`config.mk`:
```
export PLATFORM = sky130hd
export DESIGN_NAME = tsxb_cell
export DESIGN_NICKNAME = d
export VERILOG_FILES = /design/src/hw/rtl/tsxb_pkg.sv /design/src/hw/rtl/tsxb_cell.sv
export SDC_FILE = /design/constraint.sdc
export NUM_CORES = 1
export LEC_CHECK = 0
export ABC_AREA = 1
export BUFFER_PORTS_ARGS = -buffer_cell sky130_fd_sc_hd__buf_4
export CORE_MARGIN = 2
export CORE_UTILIZATION = 33
export CTS_CLUSTER_SIZE = 30
export DETAILED_ROUTE_END_ITERATION = 12
export PLACE_DENSITY_LB_ADDON = 0.1
export SLEW_MARGIN = 5
export SYNTH_ARGS = -nofsm -noshare
export SYNTH_HDL_FRONTEND = slang
export SYNTH_SLANG_ARGS = --single-unit
```
`constraint.sdc`:
```
create_clock -name clk -period 6 [get_ports clk]
set_input_delay 0.9 -clock clk [delete_from_list [all_inputs] [get_ports clk]]
set_output_delay 0.9 -clock clk [all_outputs]
set_load 0.03 [all_outputs]
```
`src/hw/rtl/tsxb_pkg.sv`:
```
// Package for the timestamped XOR basis block.
// Holds the field widths, the command codes and the token that travels along the cell chain.
// No dependencies.
package tsxb_pkg;

	localparam int VEC_W    = 64;
	localparam int FIELD_W  = 16;
	localparam int MOD_W    = 31;
	localparam int RANK_W   = 7;
	localparam int STAMP_W  = 32;
	localparam int EXP_W    = 33;

	localparam int VEC_BITS_DEF = 64;
	localparam int IDX_BITS_DEF = 16;

	localparam logic [MOD_W-1:0] MOD_RESET = 31'd1000000007;

	typedef enum logic [1:0] {
		CMD_INSERT,
		CMD_CONTAINS,
		CMD_WAYS,
		CMD_UNUSED
	} cmd_t;

	// Control part of the token that walks the cells.
	typedef struct packed {
		logic valid;
		logic alive;
		logic ok;
		logic inserted;
	} tok_t;

endpackage

```
`src/hw/rtl/tsxb_cell.sv`:
```
// One basis row of the XOR basis chain: holds the row and its stamp, and reduces the
// passing token by one bit position. Depends on tsxb_pkg.
module tsxb_cell import tsxb_pkg::*; #(
	parameter int VEC_BITS = VEC_BITS_DEF,
	parameter int IDX_BITS = IDX_BITS_DEF,
	parameter int POS      = 0
) (
	input  logic                clk,
	input  logic                arst_n,
	input  cmd_t                cmd,
	input  logic [STAMP_W-1:0]  lo,
	input  logic [STAMP_W-1:0]  hi,
	input  tok_t                tok_in,
	input  logic [VEC_BITS-1:0] x_in,
	input  logic [IDX_BITS-1:0] p_in,
	input  logic [RANK_W-1:0]   cnt_in,
	output tok_t                tok_out,
	output logic [VEC_BITS-1:0] x_out,
	output logic [IDX_BITS-1:0] p_out,
	output logic [RANK_W-1:0]   cnt_out
);

	logic [VEC_BITS-1:0] row_q, row_n, x_n;
	logic [IDX_BITS-1:0] stamp_q, stamp_n, p_n;
	logic [STAMP_W-1:0]  stamp_ext;
	logic                used, in_rng, is_query;
	tok_t                tok_n;
	logic [RANK_W-1:0]   cnt_n;

	assign used      = row_q[POS];
	assign stamp_ext = STAMP_W'(stamp_q);
	assign in_rng    = used && (stamp_ext >= lo) && (stamp_ext <= hi);
	assign is_query  = (cmd == CMD_CONTAINS) || (cmd == CMD_WAYS);

	always_comb begin
		row_n   = row_q;
		stamp_n = stamp_q;
		x_n     = x_in;
		p_n     = p_in;
		tok_n   = tok_in;
		cnt_n   = cnt_in;
		if (tok_in.valid && is_query && in_rng) begin
			cnt_n = cnt_in + RANK_W'(1);
		end
		if (tok_in.valid && tok_in.alive && x_in[POS]) begin
			case (cmd)
				CMD_INSERT: begin
					if (!used) begin
						row_n          = x_in;
						stamp_n        = p_in;
						tok_n.inserted = 1'b1;
						tok_n.alive    = 1'b0;
					end else if (stamp_q < p_in) begin
						// The newer vector takes the row; the old row, XORed with it, carries on down.
						row_n   = x_in;
						stamp_n = p_in;
						p_n     = stamp_q;
						x_n     = row_q ^ x_in;
					end else begin
						x_n = x_in ^ row_q;
					end
				end
				CMD_CONTAINS, CMD_WAYS: begin
					if (!in_rng) begin
						tok_n.ok    = 1'b0;
						tok_n.alive = 1'b0;
					end else begin
						x_n = x_in ^ row_q;
					end
				end
				default: ;
			endcase
		end
	end

	always_ff @(posedge clk or negedge arst_n) begin
		if (!arst_n) begin
			row_q   <= '0;
			stamp_q <= '0;
			tok_out <= '0;
		end else begin
			row_q   <= row_n;
			stamp_q <= stamp_n;
			tok_out <= tok_n;
		end
	end

	always_ff @(posedge clk) begin
		x_out   <= x_n;
		p_out   <= p_n;
		cnt_out <= cnt_n;
	end

endmodule

```
==> results.md <==
Status:
- The run finished with clean final reports.

Flow run:
- The count of maximum capacitance violations is 0.

Power and ir drop:
- The power per cell area is 341.5 nW/um^2.
- The analysis attributes to net switching a power of 1.585 mW.
- The fraction of power consumed by combinational cells is 33.4%.
- The internal cell power is 2.730 mW.
- VDD sags by at most 0.0001669 V.
- Per report_power, the sequential group accounts for between 30% and 40% of the total.
- The analysis attributes to cell leakage a power of between 6 and 7 nW.
- The sum of internal, switching and leakage power is about 4.3 mW.
- The switching share of power is a little under two fifths.
- The share of power burned in the clock network is 26.6%.

Routing:
- The total wire length after detailed routing is 31600 um.
- Dividing the detail-routed wire length by the instance count gives 15.87 um.
- The total number of vias is 9715.
- The detail route stage leaves a number of antenna-violating nets equal to 0.
- The detailed-route vias per instance is 4.877.
- The initial DRC count is ~670.
- In the routed design, unresolved DRC markers number 0.
- For this run, the detailed router's first-pass iteration total came to 5.

Critical path:
- The reg-to-reg startpoint is stamp_q[9]$_DFFE_PN0P_.
- The first element of the critical path is cmd[0].
- Data on the critical path is required at its endpoint by 6.33 ns.
- The kind of launch point of the worst setup path is an input port.
- The worst setup path is captured at a register.
- In this run the worst path has a maximum fanout of 110.
- The critical path data arrival time is between 3 and 4 ns.
- The critical setup path kind is input port to register.

Synthesis:
- Among all flip-flop cells after synthesis, the most frequent one is sky130_fd_sc_hd__dfxtp_1.
- The async set or reset register ratio after synthesis is approximately 49%.
- Averaged over all synthesized cells, the footprint is 7.116 um^2.
- Yosys attributes the largest share of cell area to sky130_fd_sc_hd__dfrtp_1 21%, sky130_fd_sc_hd__dfxtp_1 18%, sky130_fd_sc_hd__nand2_1 10%, sky130_fd_sc_hd__a21oi_1 9.2%, sky130_fd_sc_hd__nor2_1 7.2%.
- When the netlist entered floorplanning its net count stood at roughly 1600.
- The sequential element share of the synthesized area is about two fifths.
- The number of unique standard cell types used by synthesis is 27.
- The mapped netlist covers about 9900 um^2.
- After synthesis, the largest area contributor takes up 21.30% of total cell area.
- Yosys instantiated no cell more often than sky130_fd_sc_hd__nand2_1.
- The yosys synthesis warning count is 0.
- The post-synthesis instance total is 1387.
- The biggest area contributor in the post-synthesis netlist is sky130_fd_sc_hd__dfrtp_1.
- Yosys mapped a number of flops with a built-in enable equal to 0.
- In the synthesized netlist, the cells that appear most often are 268 x sky130_fd_sc_hd__nand2_1, 190 x sky130_fd_sc_hd__nor2_1, 181 x sky130_fd_sc_hd__a21oi_1.
- After synthesis the netlist holds a flip-flop and latch count of about 170.

Global routing:
- The number of antenna violations at the first check in global routing was 2.
- The via count of the first global-routing pass is just under 10000.
- Global routing consumed, over all layers together, 20.56% of the routing resources.
- The maximum number of pins on one net before global-route repair is 111.
- The first global-routing pass estimated 50940 um of wire.
- After global routing the overflow that remains totals 0.

STA:
- The transition time of the tightest slew-check pin is ~1.2 ns.
- The total count of max-transition violations in the final report came to 0.
- Measured against its own limit, the worst slew margin works out to between 20% and 30%.
- The highest clock rate is 288.5 MHz.
- Setup repair after global routing left no endpoint under its margin.
- For the final database, setup skew stands at 0.02030 ns.
- The total negative slack is 0 ns.
- The hold violation total from the final report is 0.
- The final setup violation count is 0.
- Subtracting the final worst setup slack from the clock period gives 3.466 ns.
- The final cycle utilization of the critical path is 57.76%.

Floorplanning:
- The floorplan step defined a die boundary enclosing roughly 31000 um^2.
- The effective utilization at floorplan is 33.39%.
- The row count is 63.
- The floorplan step set the die width to between 150 and 200 um.
- The floorplan step set the die height to 176.9 um.
- During I/O placement, the number of pins put on the boundary was 250.
- In this run the standard cell core region covers 29560 um^2.

Clock network:
- The clock passes through at most 2 buffers.
- The total clock sinks is 171.
- The later pin in the worst-skew pair is clocked with a latency of 0.44 ns.
- After clock tree synthesis, the setup repair step added 0 buffers.
- After clock tree synthesis, the clock-pin slew on the worst setup and hold paths is 0.08 ns.
- The tree is rooted in a sky130_fd_sc_hd__clkbuf_16.
- Hold repair after CTS inserted 0 buffers.
- The number of buffers added by the clock tree synthesis step is 17.
- The post-cts repair resize count is 0.
- TritonCTS built the clock tree.
- CTS built an H-tree with a depth of 4.

Final layout:
- The number of nets in the final layout is 1796.
- The register area is 3845 um^2.
- The final cell area excluding filler cells is 12640 um^2.
- Summing all multi-input logic gate instances after layout gives 5205 um^2.
- The layout overhead on the synthesized area is 28.04%.
- The layout filler cell count is 3027.
- The post-route netlist has 19.06% of its cells at a drive strength greater than 1.

Placement:
- The area after detailed placement is 12030 um^2.
- Once detailed placement completed, the half-perimeter wirelength came to 20380 um.
- Port buffering added around 250 buffers.
- Routability-driven placement finished with a final weighted congestion of 0.7905.

Worst hold path:
- The class of the tightest hold or removal check is input port to async pin.
## sequential cells by signal (all words and copies together), names as in the netlist
| name | flops |
|---|---|
| tok_out | 4 |
| row_q | 64 |
| p_out | 16 |
| cnt_out | 7 |
| stamp_q | 16 |
| x_out | 64 |
## worst paths after layout
kind                       cells past startpoint                 endpoint  slack (ns)
min in group clk                               2    row_q[61]$_DFFE_PN0P_        0.55
setup reg to reg                              11        x_out[15]$_DFF_P_        2.89
hold reg to reg                                2    row_q[61]$_DFFE_PN0P_        0.55
max in group asynchronous                      2     row_q[0]$_DFFE_PN0P_        4.37
hold / removal                                 1     row_q[9]$_DFFE_PN0P_        0.30
setup / recovery                               9  stamp_q[14]$_DFFE_PN0P_        2.53
## cell usage in the layout (no fill, tap or decap), drive strengths merged
cell type,Yosys,routed
a211oi,1,1
a21boi,2,2
a21oi,182,182
a31oi,64,64
buf,30,262
bufinv,0,1
clkbuf,51,19
clkinv,0,2
clkinvlp,0,3
dfrtp,84,84
dfxtp,87,87
diode,0,2
ha,50,50
inv,140,147
nand2,268,268
nand3,136,136
nand3b,2,2
nand4,14,14
nor2,191,191
nor3,3,3
nor4,5,5
o2111ai,1,1
o21a,1,1
o21ai,7,7
xnor2,65,65
xor2,3,3
## kinds of logic (layout without fill, tap and decap cells)
family / Yosys count / after routing / share of synthesized area [%]
AND/OR/NAND/NOR: 619 / 619 / 25.94
AO/OA/AOI/OAI: 258 / 258 / 14.15
buffers and inverters: 221 / 434 / 8.595
flip-flops: 171 / 171 / 38.95
XOR/XNOR: 68 / 68 / 6.035
adder cells (fa/ha/maj): 50 / 50 / 6.339
other: 0 / 2 / 0
## final cells by class
type / instances / share of cell area [%]
Antenna cell: 2 / 0.03960
Clock buffer: 19 / 3.584
Timing Repair Buffer: 262 / 15.56
Clock inverter: 13 / 1.178
Tap cell: 390 / 3.861
Multi-Input combinational cell: 995 / 41.19
Inverter: 140 / 4.158
Sequential cell: 171 / 30.43
## metal layers
layer	global-route usage [%]	wire (um)	vias up
met2	35.81	15130	256
met3	3.222	1504	34
li1	-	-	4934
met1	26.06	14290	4491
met5	0	0	-
met4	6.439	684	0
## worst max-delay path, stage by stage
cell,delay (ns)
sky130_fd_sc_hd__buf_4,0.11
sky130_fd_sc_hd__inv_1,0.05
sky130_fd_sc_hd__ha_2,0.18
sky130_fd_sc_hd__buf_4,0.68
sky130_fd_sc_hd__nand3_1,0.27
sky130_fd_sc_hd__nand2_4,0.88
sky130_fd_sc_hd__buf_4,0.41
sky130_fd_sc_hd__nor2_1,0.06
sky130_fd_sc_hd__a21oi_1,0.16
## power groups by stage
| stage | logic, mW | clock network [mW] | registers, mW |
|---|---|---|---|
| final | 1.44 | 1.15 | 1.72 |
| after global routing | 1.67 | 1.23 | 1.76 |
| after CTS | 1.45 | 1.19 | 1.72 |
| after detailed placement | 1.45 | 0 | 1.74 |
| after global placement | 1.40 | 0 | 1.74 |
| after floorplan | 0.974 | 0 | 1.77 |
## through the flow
stage / std cells / setup WS [ns] / hold WS (ns) / util (%)
CTS: 1990 / 2.527 / 0.2959 / 42.73
detailed placement: 1958 / 2.111 / 0.5409 / 40.70
finish: 1992 / 2.534 / 0.3020 / 42.75
global placement: 1958 / 2.164 / 0.5284 / 40.70
floorplan: 1387 / 3.428 / 0.5159 / -
global route: 1992 / 2.340 / 0.3003 / 42.75
Power figures use the tool's default switching activity.
