## src/hw/rtl/tsxb_pkg.sv

```systemverilog
// Package for the timestamped XOR basis block.
// Holds the field widths, the command codes and the token that travels along the cell chain.
// No dependencies.
package tsxb_pkg;

	localparam int VEC_W    = 64;
	localparam int FIELD_W  = 16;
	localparam int MOD_W    = 31;
	localparam int RANK_W   = 7;
	localparam int STAMP_W  = 32;
	localparam int EXP_W    = 33;

	localparam int VEC_BITS_DEF = 64;
	localparam int IDX_BITS_DEF = 16;

	localparam logic [MOD_W-1:0] MOD_RESET = 31'd1000000007;

	typedef enum logic [1:0] {
		CMD_INSERT,
		CMD_CONTAINS,
		CMD_WAYS,
		CMD_UNUSED
	} cmd_t;

	// Control part of the token that walks the cells.
	typedef struct packed {
		logic valid;
		logic alive;
		logic ok;
		logic inserted;
	} tok_t;

endpackage

```

## src/hw/rtl/tsxb_pow.sv

```systemverilog
// Modular power of two by square and multiply, each product formed bit-serially with
// interleaved reduction. Depends on tsxb_pkg.
module tsxb_pow import tsxb_pkg::*; (
	input  logic               clk,
	input  logic               arst_n,
	input  logic               start,
	input  logic [EXP_W-1:0]   expo,
	input  logic [MOD_W-1:0]   modulus,
	output logic               done,
	output logic [MOD_W-1:0]   result
);

	typedef enum logic [1:0] {P_IDLE, P_TEST, P_MUL} pstate_t;

	localparam int J_W = $clog2(MOD_W);

	pstate_t            state_q;
	logic [MOD_W-1:0]   r_q, b_q, ar_q, ab_q, ar_n, ab_n;
	logic [EXP_W-1:0]   e_q;
	logic [J_W-1:0]     j_q;

	// One step of a*b mod m: double, reduce, add, reduce.
	function automatic logic [MOD_W-1:0] mstep(input logic [MOD_W-1:0] acc,
		input logic [MOD_W-1:0] add, input logic bit_v, input logic [MOD_W-1:0] m);
		logic [MOD_W+1:0] t;
		logic [MOD_W+1:0] mm;
		mm = (MOD_W+2)'(m);
		t  = {1'b0, acc, 1'b0};
		if (t >= mm) t = t - mm;
		if (bit_v) t = t + (MOD_W+2)'(add);
		if (t >= mm) t = t - mm;
		return t[MOD_W-1:0];
	endfunction

	assign ar_n   = mstep(ar_q, r_q, b_q[j_q], modulus);
	assign ab_n   = mstep(ab_q, b_q, b_q[j_q], modulus);
	assign result = r_q;

	always_ff @(posedge clk or negedge arst_n) begin
		if (!arst_n) begin
			state_q <= P_IDLE;
			done    <= 1'b0;
		end else begin
			done <= 1'b0;
			case (state_q)
				P_IDLE: begin
					if (start) begin
						state_q <= P_TEST;
					end
				end
				P_TEST: begin
					if (e_q == '0) begin
						done    <= 1'b1;
						state_q <= P_IDLE;
					end else begin
						state_q <= P_MUL;
					end
				end
				P_MUL: begin
					if (j_q == '0) begin
						state_q <= P_TEST;
					end
				end
				default: state_q <= P_IDLE;
			endcase
		end
	end

	always_ff @(posedge clk) begin
		case (state_q)
			P_IDLE: begin
				if (start) begin
					r_q <= MOD_W'(1);
					b_q <= (modulus == MOD_W'(2)) ? '0 : MOD_W'(2);
					e_q <= expo;
				end
			end
			P_TEST: begin
				ar_q <= '0;
				ab_q <= '0;
				j_q  <= J_W'(MOD_W - 1);
			end
			P_MUL: begin
				ar_q <= ar_n;
				ab_q <= ab_n;
				j_q  <= j_q - J_W'(1);
				if (j_q == '0) begin
					if (e_q[0]) r_q <= ar_n;
					b_q <= ab_n;
					e_q <= e_q >> 1;
				end
			end
			default: ;
		endcase
	end

endmodule

```

## config.mk

```make
export PLATFORM = sky130hd
export DESIGN_NAME = tsxb_pow
export DESIGN_NICKNAME = d
export VERILOG_FILES = /design/src/hw/rtl/tsxb_pkg.sv /design/src/hw/rtl/tsxb_pow.sv
export SDC_FILE = /design/constraint.sdc
export NUM_CORES = 1
export LEC_CHECK = 0
export BUFFER_PORTS_ARGS = -buffer_cell sky130_fd_sc_hd__buf_2
export CELL_PAD_IN_SITES_DETAIL_PLACEMENT = 1
export CELL_PAD_IN_SITES_GLOBAL_PLACEMENT = 1
export CORE_UTILIZATION = 45
export DETAILED_ROUTE_END_ITERATION = 10
export GPL_TIMING_DRIVEN = 0
export HOLD_SLACK_MARGIN = 0.02
export PLACE_DENSITY = 0.85
export SYNTH_ARGS = -nofsm -noshare
export SYNTH_HDL_FRONTEND = slang
export SYNTH_SLANG_ARGS = --single-unit
```

## constraint.sdc

```tcl
create_clock -name clk -period 9.88 [get_ports clk]
set_input_delay 0.494 -clock clk [delete_from_list [all_inputs] [get_ports clk]]
set_output_delay 0.494 -clock clk [all_outputs]
set_load 0.005 [all_outputs]
```

==> results of run 1 <==
[flip-flops by register name, indices dropped and copies added, names as in the netlist]
| name | flops |
|---|---|
| b_q | 31 |
| j_q | 5 |
| e_q | 33 |
| done | 1 |
| result | 31 |
| state_q | 2 |
| ar_q | 31 |
| ab_q | 31 |
[layer usage]
metal  part of all wire  wire length (um)
met5                  0                 0
met4              0.044              2970
met3              0.072              4930
met2               0.46             31400
met1               0.42             28800
[worst reg2reg max path, delay by kind of cell (launching register included)]
kind            cells  cell delay, ns
compound gates     14            3.67
xor+xnor            1            0.18
fa+ha+maj           3            1.14
buf+inv             3            0.75
flops               1            0.40
mux                 3            0.94
simple gates        9            2.23
[per-stage QoR]
stage           util  setup TNS [ns]  setup slack [ns]  area, um^2  cells
2_1_floorplan      -               0              1.71       18000   2023
3_3_place_gp   0.490          -87.01             -1.17       19100   2639
3_5_place_dp   0.493         -112.76             -1.36       19200   2643
4_1_cts        0.510               0            0.0375       19900   2675
5_1_grt        0.511         -0.0572           -0.0326       19900   2677
6_report       0.511               0             0.247       19900   2677
[cell type report]
cell class	count	area [um^2]	share of cell area
well taps	518	648	0.0325
plain buffers	64	284	0.0142
multi-input cells	1695	12500	0.626
flip-flops and latches	165	4940	0.248
inverters	98	372	0.0186
repair buffers	106	623	0.0312
clock inverters	14	163	0.00816
clock buffers	17	425	0.0213
[final timing paths]
| path | from | end | slack (ns) | cells past startpoint |
|---|---|---|---|---|
| setup / recovery | ar_q[10] | result[27] | 0.25 | 33 |
| hold / removal | expo[8] | e_q[8] | 0.31 | 2 |
| setup reg to reg | ar_q[10] | result[27] | 0.25 | 33 |
| hold reg to reg | state_q[0] | state_q[0] | 0.57 | 1 |
| max in group asynchronous | arst_n | state_q[0] | 9.41 | 2 |
| min in group asynchronous | arst_n | done | 0.36 | 2 |
[repair_timing]
| action | in CTS | in global routing |
|---|---|---|
| hold buffers | 1 | 0 |
| setup endpoints to repair | 124 | 122 |
| gates resized for setup | 10 | 15 |
| setup buffers | 1 | 2 |
| hold endpoints to repair | 3 | 0 |
| pin swaps | 1 | 1 |
[cells by family after synthesis]
group / count (synthesis) / synth area share
and+or+nand+nor: 566 / 0.154
buffers and inverters: 163 / 0.0360
muxes: 148 / 0.0914
AOI/OAI and AO/OA: 631 / 0.230
adders and majority gates: 197 / 0.140
xor gates and xnor gates: 153 / 0.0745
DFF: 165 / 0.275
[placed cells by master, fill, tap and decap left out, types with 7 or more instances in the layout]
| master | Yosys | routed |
|---|---|---|
| a31oi_1 | 20 | 18 |
| clkbuf_1 | 43 | 40 |
| or2_2 | 6 | 7 |
| a21o_1 | 83 | 83 |
| o211ai_1 | 25 | 25 |
| nand2_1 | 152 | 152 |
| nor3_1 | 35 | 34 |
| a311oi_1 | 7 | 7 |
| and4_1 | 9 | 9 |
| o21bai_1 | 34 | 34 |
| nand4_1 | 27 | 27 |
| buf_2 | 7 | 108 |
| o31ai_1 | 10 | 8 |
| inv_1 | 97 | 96 |
| a21oi_1 | 198 | 196 |
| buf_1 | 11 | 8 |
| mux2i_1 | 45 | 45 |
| nor2b_1 | 21 | 21 |
| xor2_1 | 51 | 51 |
| edfxtp_1 | 162 | 162 |
| nand3b_1 | 8 | 8 |
| nand3_1 | 52 | 52 |
| nor4_1 | 20 | 20 |
| and3_1 | 24 | 24 |
| o2111ai_1 | 8 | 8 |
| nand2b_1 | 21 | 21 |
| xnor2_1 | 102 | 102 |
| a21boi_0 | 9 | 8 |
| and2_1 | 12 | 12 |
| ha_1 | 191 | 190 |
| a211oi_1 | 17 | 16 |
| a2111oi_0 | 9 | 8 |
| clkbuf_16 | 0 | 17 |
| a211o_1 | 11 | 11 |
| mux2_2 | 100 | 100 |
| nor2_1 | 154 | 153 |
| o21a_1 | 28 | 27 |
| o21ai_0 | 104 | 103 |
==> results by group, run 1 <==
Layout
  – Fraction of layout cells with a size suffix above 1: 0.137
  – Fill cell count: 4627
  – Synth-to-layout area growth: 10.9%
  – Number of diodes: 0
  – Layout Nets: 2411

Timing
  – Final Slew Violations: 0
  – Clock skew: 0.0135 ns
  – Rel. slew slack: 0.190
  – Tmin final: 9.63 ns
  – Final setup vio count: 0
  – Hold_ws: 0.311 ns
  – Worst Max-Slew Pin Slew: 1.21 ns
  – Hold Vio Cnt, Final: 0
  – Crit share post-route: 0.975
  – Max Clk Rate: 104 MHz

Clock tree
  – Clock Pin Slew Worst Setup and Hold Paths: 0.08 ns
  – Clock Latency Late Sink: 0.49 ns
  – Root Buffer: clkbuf_16
  – Total CTS buffers: 17
  – H-tree levels: 4
  – CTS max path bufs: 2
  – Clock sinks: 165
  – CTS tree: done

Routing
  – Drt initial violations: 1363
  – Vias: 17300
  – Routed wire length: 68.1 mm
  – Via density: 6.45
  – DR pass1 iterations: 5
  – DRC Markers: 0
  – Routed Antenna Nets: 0
  – Wire per inst: 25.5 um

Logic synthesis
  – Cell variety after synth: 85
  – Dominant cell type by area after synthesis: edfxtp_1
  – Top-count cell post-synth: a21oi_1
  – Synth Flop Type: edfxtp_1
  – Synthesized cell area: 18000 um^2
  – Number of enable flip-flop cells after synthesis: 162
  – Cells after synthesis: 2023
  – Post-synthesis sequential area ratio: 0.275
  – Commonest cells post-synth: a21oi_1, ha_1, edfxtp_1, nor2_1, nand2_1
  – Post-synthesis register bit count: 165
  – Synth async-reset ratio: 0.0182
  – Mean Syn Cell Area: 8.89 um^2
  – Synth top area share: 0.271
  – Mapped Nets: 2287
  – Top area cells in the synthesized netlist: edfxtp_1, ha_1, mux2_2
  – Ys Warns: 0

Setup path
  – CP max stage delay: 0.47 ns
  – Crit-path slowest cell: a211oi_2
  – Crit Path Class: reg -> reg
  – Worst setup EP type: register
  – Startpoint Class: register
  – Delay-heaviest family, CP: compound AO/OA/AOI/OAI gates
  – Worst-path fanout max: 10
  – Most frequent cell on the critical path: o21ai_0
  – Worst EP required: 10.05 ns
  – Buffers & Inverters on Critical Path: 3
  – Worst Path Arrival: 9.80 ns

Die
  – Core Region: 39000 um^2
  – DIE AREA: 40800 um^2
  – Std-Cell Rows: 72
  – I/O pin total: 99
  – Initial Util: 0.461
  – Die H: 202 um
  – Die width: 202 um

Global routing
  – Vias in the first global route: 17800
  – Grt met2 use: 0.541
  – Largest net degree at the start of global routing: 37
  – Met1 global-route usage: 0.429
  – Initial antenna violation count: 0
  – Gr usage total: 0.332
  – Overflow after GRT: 0
  – Global route hottest layer: met2
  – Routing usage on met3: 0.0569
  – First-pass GRT wire length: 103 mm

Placed design
  – DPL Wire Length: 55.1 mm
  – Routability congestion estimate: 0.975
  – Port-buffer cells: 98

Flow run
  – Max cap viols: 0

Min path
  – Hold/Removal Path Class: in -> reg

Run status
  – Status: finished, final reports clean
Power of run 1 is not shown: default switching activity piles up to over one toggle a cycle in this logic, so the estimate is an artifact.
==> run 2, diff against run 1 <==
- BUFFER_PORTS_ARGS: -buffer_cell sky130_fd_sc_hd__buf_2 -> -buffer_cell sky130_fd_sc_hd__clkbuf_2
==> run 2 against run 1 <==
Wire length grew 0.58%. Maximum frequency up 0.56%. Non-clock buffer count fell by 1. Design area is 0.24% higher. Sequential cell count stayed put. Worst setup slack improved by 0.054 ns. Hold slack worse by 0.014 ns. Critical path depth increased by 2.
==> results by group, run 2 (same netlist as run 1, synthesis figures left out) <==
Setup path
  – Worst setup EP type: register
  – Worst Path Arrival: 9.83 ns
  – Delay-heaviest family, CP: compound AO/OA/AOI/OAI gates
  – Crit-path slowest cell: a311o_2
  – Crit Path Class: reg -> reg
  – Worst EP required: 10.14 ns
  – CP max stage delay: 0.47 ns
  – Reg-to-reg setup timing slack: 0.30 ns
  – Setup crit start: ab_q[1]
  – Startpoint Class: register
  – R2r endpoint: b_q[25]
  – WP depth: 35
  – Setup crit end: b_q[25]
  – Buffers & Inverters on Critical Path: 6
  – Path depth of the worst reg2reg path: 35
  – Worst-path fanout max: 10
  – Worst r2r src: ab_q[1]

Global routing
  – Vias in the first global route: 17700
  – First-pass GRT wire length: 104 mm
  – Largest net degree at the start of global routing: 39
  – Gr usage total: 0.336
  – Initial antenna violation count: 1
  – Overflow after GRT: 0

Routing
  – Routed Antenna Nets: 0
  – Drt initial violations: 1330
  – Vias: 17200
  – Wire per inst: 25.6 um
  – DRC Markers: 0
  – Via density: 6.42
  – DR pass1 iterations: 5
  – Routed wire length: 68.5 mm

Timing
  – Worst Max-Slew Pin Slew: 1.25 ns
  – Rel. slew slack: 0.166
  – Max Clk Rate: 104 MHz
  – Tmin final: 9.58 ns
  – Setup_tns: 0 ns
  – Final setup vio count: 0
  – Final Slew Violations: 0
  – Setup ws final: 0.301 ns
  – RSZ-0062 raised after global routing: no
  – Crit share post-route: 0.970
  – Hold_ws: 0.297 ns
  – Hold Vio Cnt, Final: 0
  – Clock skew: 0.0125 ns

Flow run
  – Max cap viols: 0

Die
  – I/O pin total: 99
  – Std-Cell Rows: 72
  – DIE AREA: 40800 um^2
  – Die H: 202 um
  – Die width: 202 um
  – Core Region: 39000 um^2
  – Initial Util: 0.461

Clock tree
  – Clock sinks: 165
  – CTS max path bufs: 2
  – H-tree levels: 4
  – CTS tree: done
  – Root Buffer: clkbuf_16
  – Clock Latency Late Sink: 0.49 ns
  – Total CTS buffers: 17
  – Clock Pin Slew Worst Setup and Hold Paths: 0.08 ns

Placed design
  – Routability congestion estimate: 0.986
  – DPL Wire Length: 55.3 mm
  – Pre-CTS WS: -1.44 ns
  – Port-buffer cells: 98

Run status
  – Status: finished, final reports clean

Min path
  – Hold/Removal Path Class: in -> reg

Layout
  – Biggest register: e_q
  – Fraction of layout cells with a size suffix above 1: 0.137
  – Number of diodes: 0
  – Layout Nets: 2410
  – Final Core Density: 0.512
  – Most frequent cells in the layout: a21oi_1, ha_1, edfxtp_1, nor2_1, nand2_1
  – Synth-to-layout area growth: 11.2%
  – Largest register FFs: 33
  – Commonest non-fill, non-tap cell in the layout: a21oi_1
run 2: changes by cell type in the layout (fill, tap and decap cells not counted), sizes merged:
| cell | delta |
|---|---|
| buf | -100 |
| bufinv | +3 |
| clkinv | -6 |
| inv | +2 |
| clkinvlp | +1 |
| clkbuf | +100 |
run 2: repair_timing:
action | 4_1_cts | 5_1_grt
pin swaps | 0 | 2
gates cloned | 0 | 0
buffers inserted | 0 | 2
gates resized for setup | 12 | 13
hold endpoints to repair | 3 | 0
hold buffers | 1 | 0
endpoints found under the setup margin | 124 | 124
run 2: area by class of cell:
class | count | area [um^2]
Fill cell | 4663 | 19000
Clock inverter | 14 | 208
Clock buffer | 18 | 429
Timing Repair Buffer | 105 | 623
Sequential cell | 165 | 4940
Buffer | 64 | 287
Tap cell | 518 | 648
Inverter | 98 | 372
Multi-Input combinational cell | 1695 | 12500
run 2: stage by stage:
stage | area (um^2) | instances
after floorplan | 18000 | 2023
after global placement | 19100 | 2639
after detailed placement | 19200 | 2643
after CTS | 19900 | 2675
after global routing | 20000 | 2677
final | 20000 | 2677
run 2: per-layer routing:
layer  share of wire  global-route usage  vias to the layer above
li1                -                   -                     7884
met2            0.47               0.549                      642
met1            0.42               0.430                     8495
met5         0.00015                   0                        -
met4           0.041               0.151                        2
met3           0.075              0.0630                      163
run 2: how the worst min path moves through the flow:
| stage | startpoint | end | slack, ns | depth (start not counted) |
|---|---|---|---|---|
| floorplan | arst_n | done | 0.20 | 0 |
| global placement | arst_n | done | 0.30 | 1 |
| detailed placement | arst_n | done | 0.30 | 1 |
| CTS | expo[23] | e_q[23] | 0.28 | 2 |
| global route | expo[5] | e_q[5] | 0.30 | 2 |
| finish | expo[32] | e_q[32] | 0.30 | 2 |
Power of run 2 is left out for the same reason.
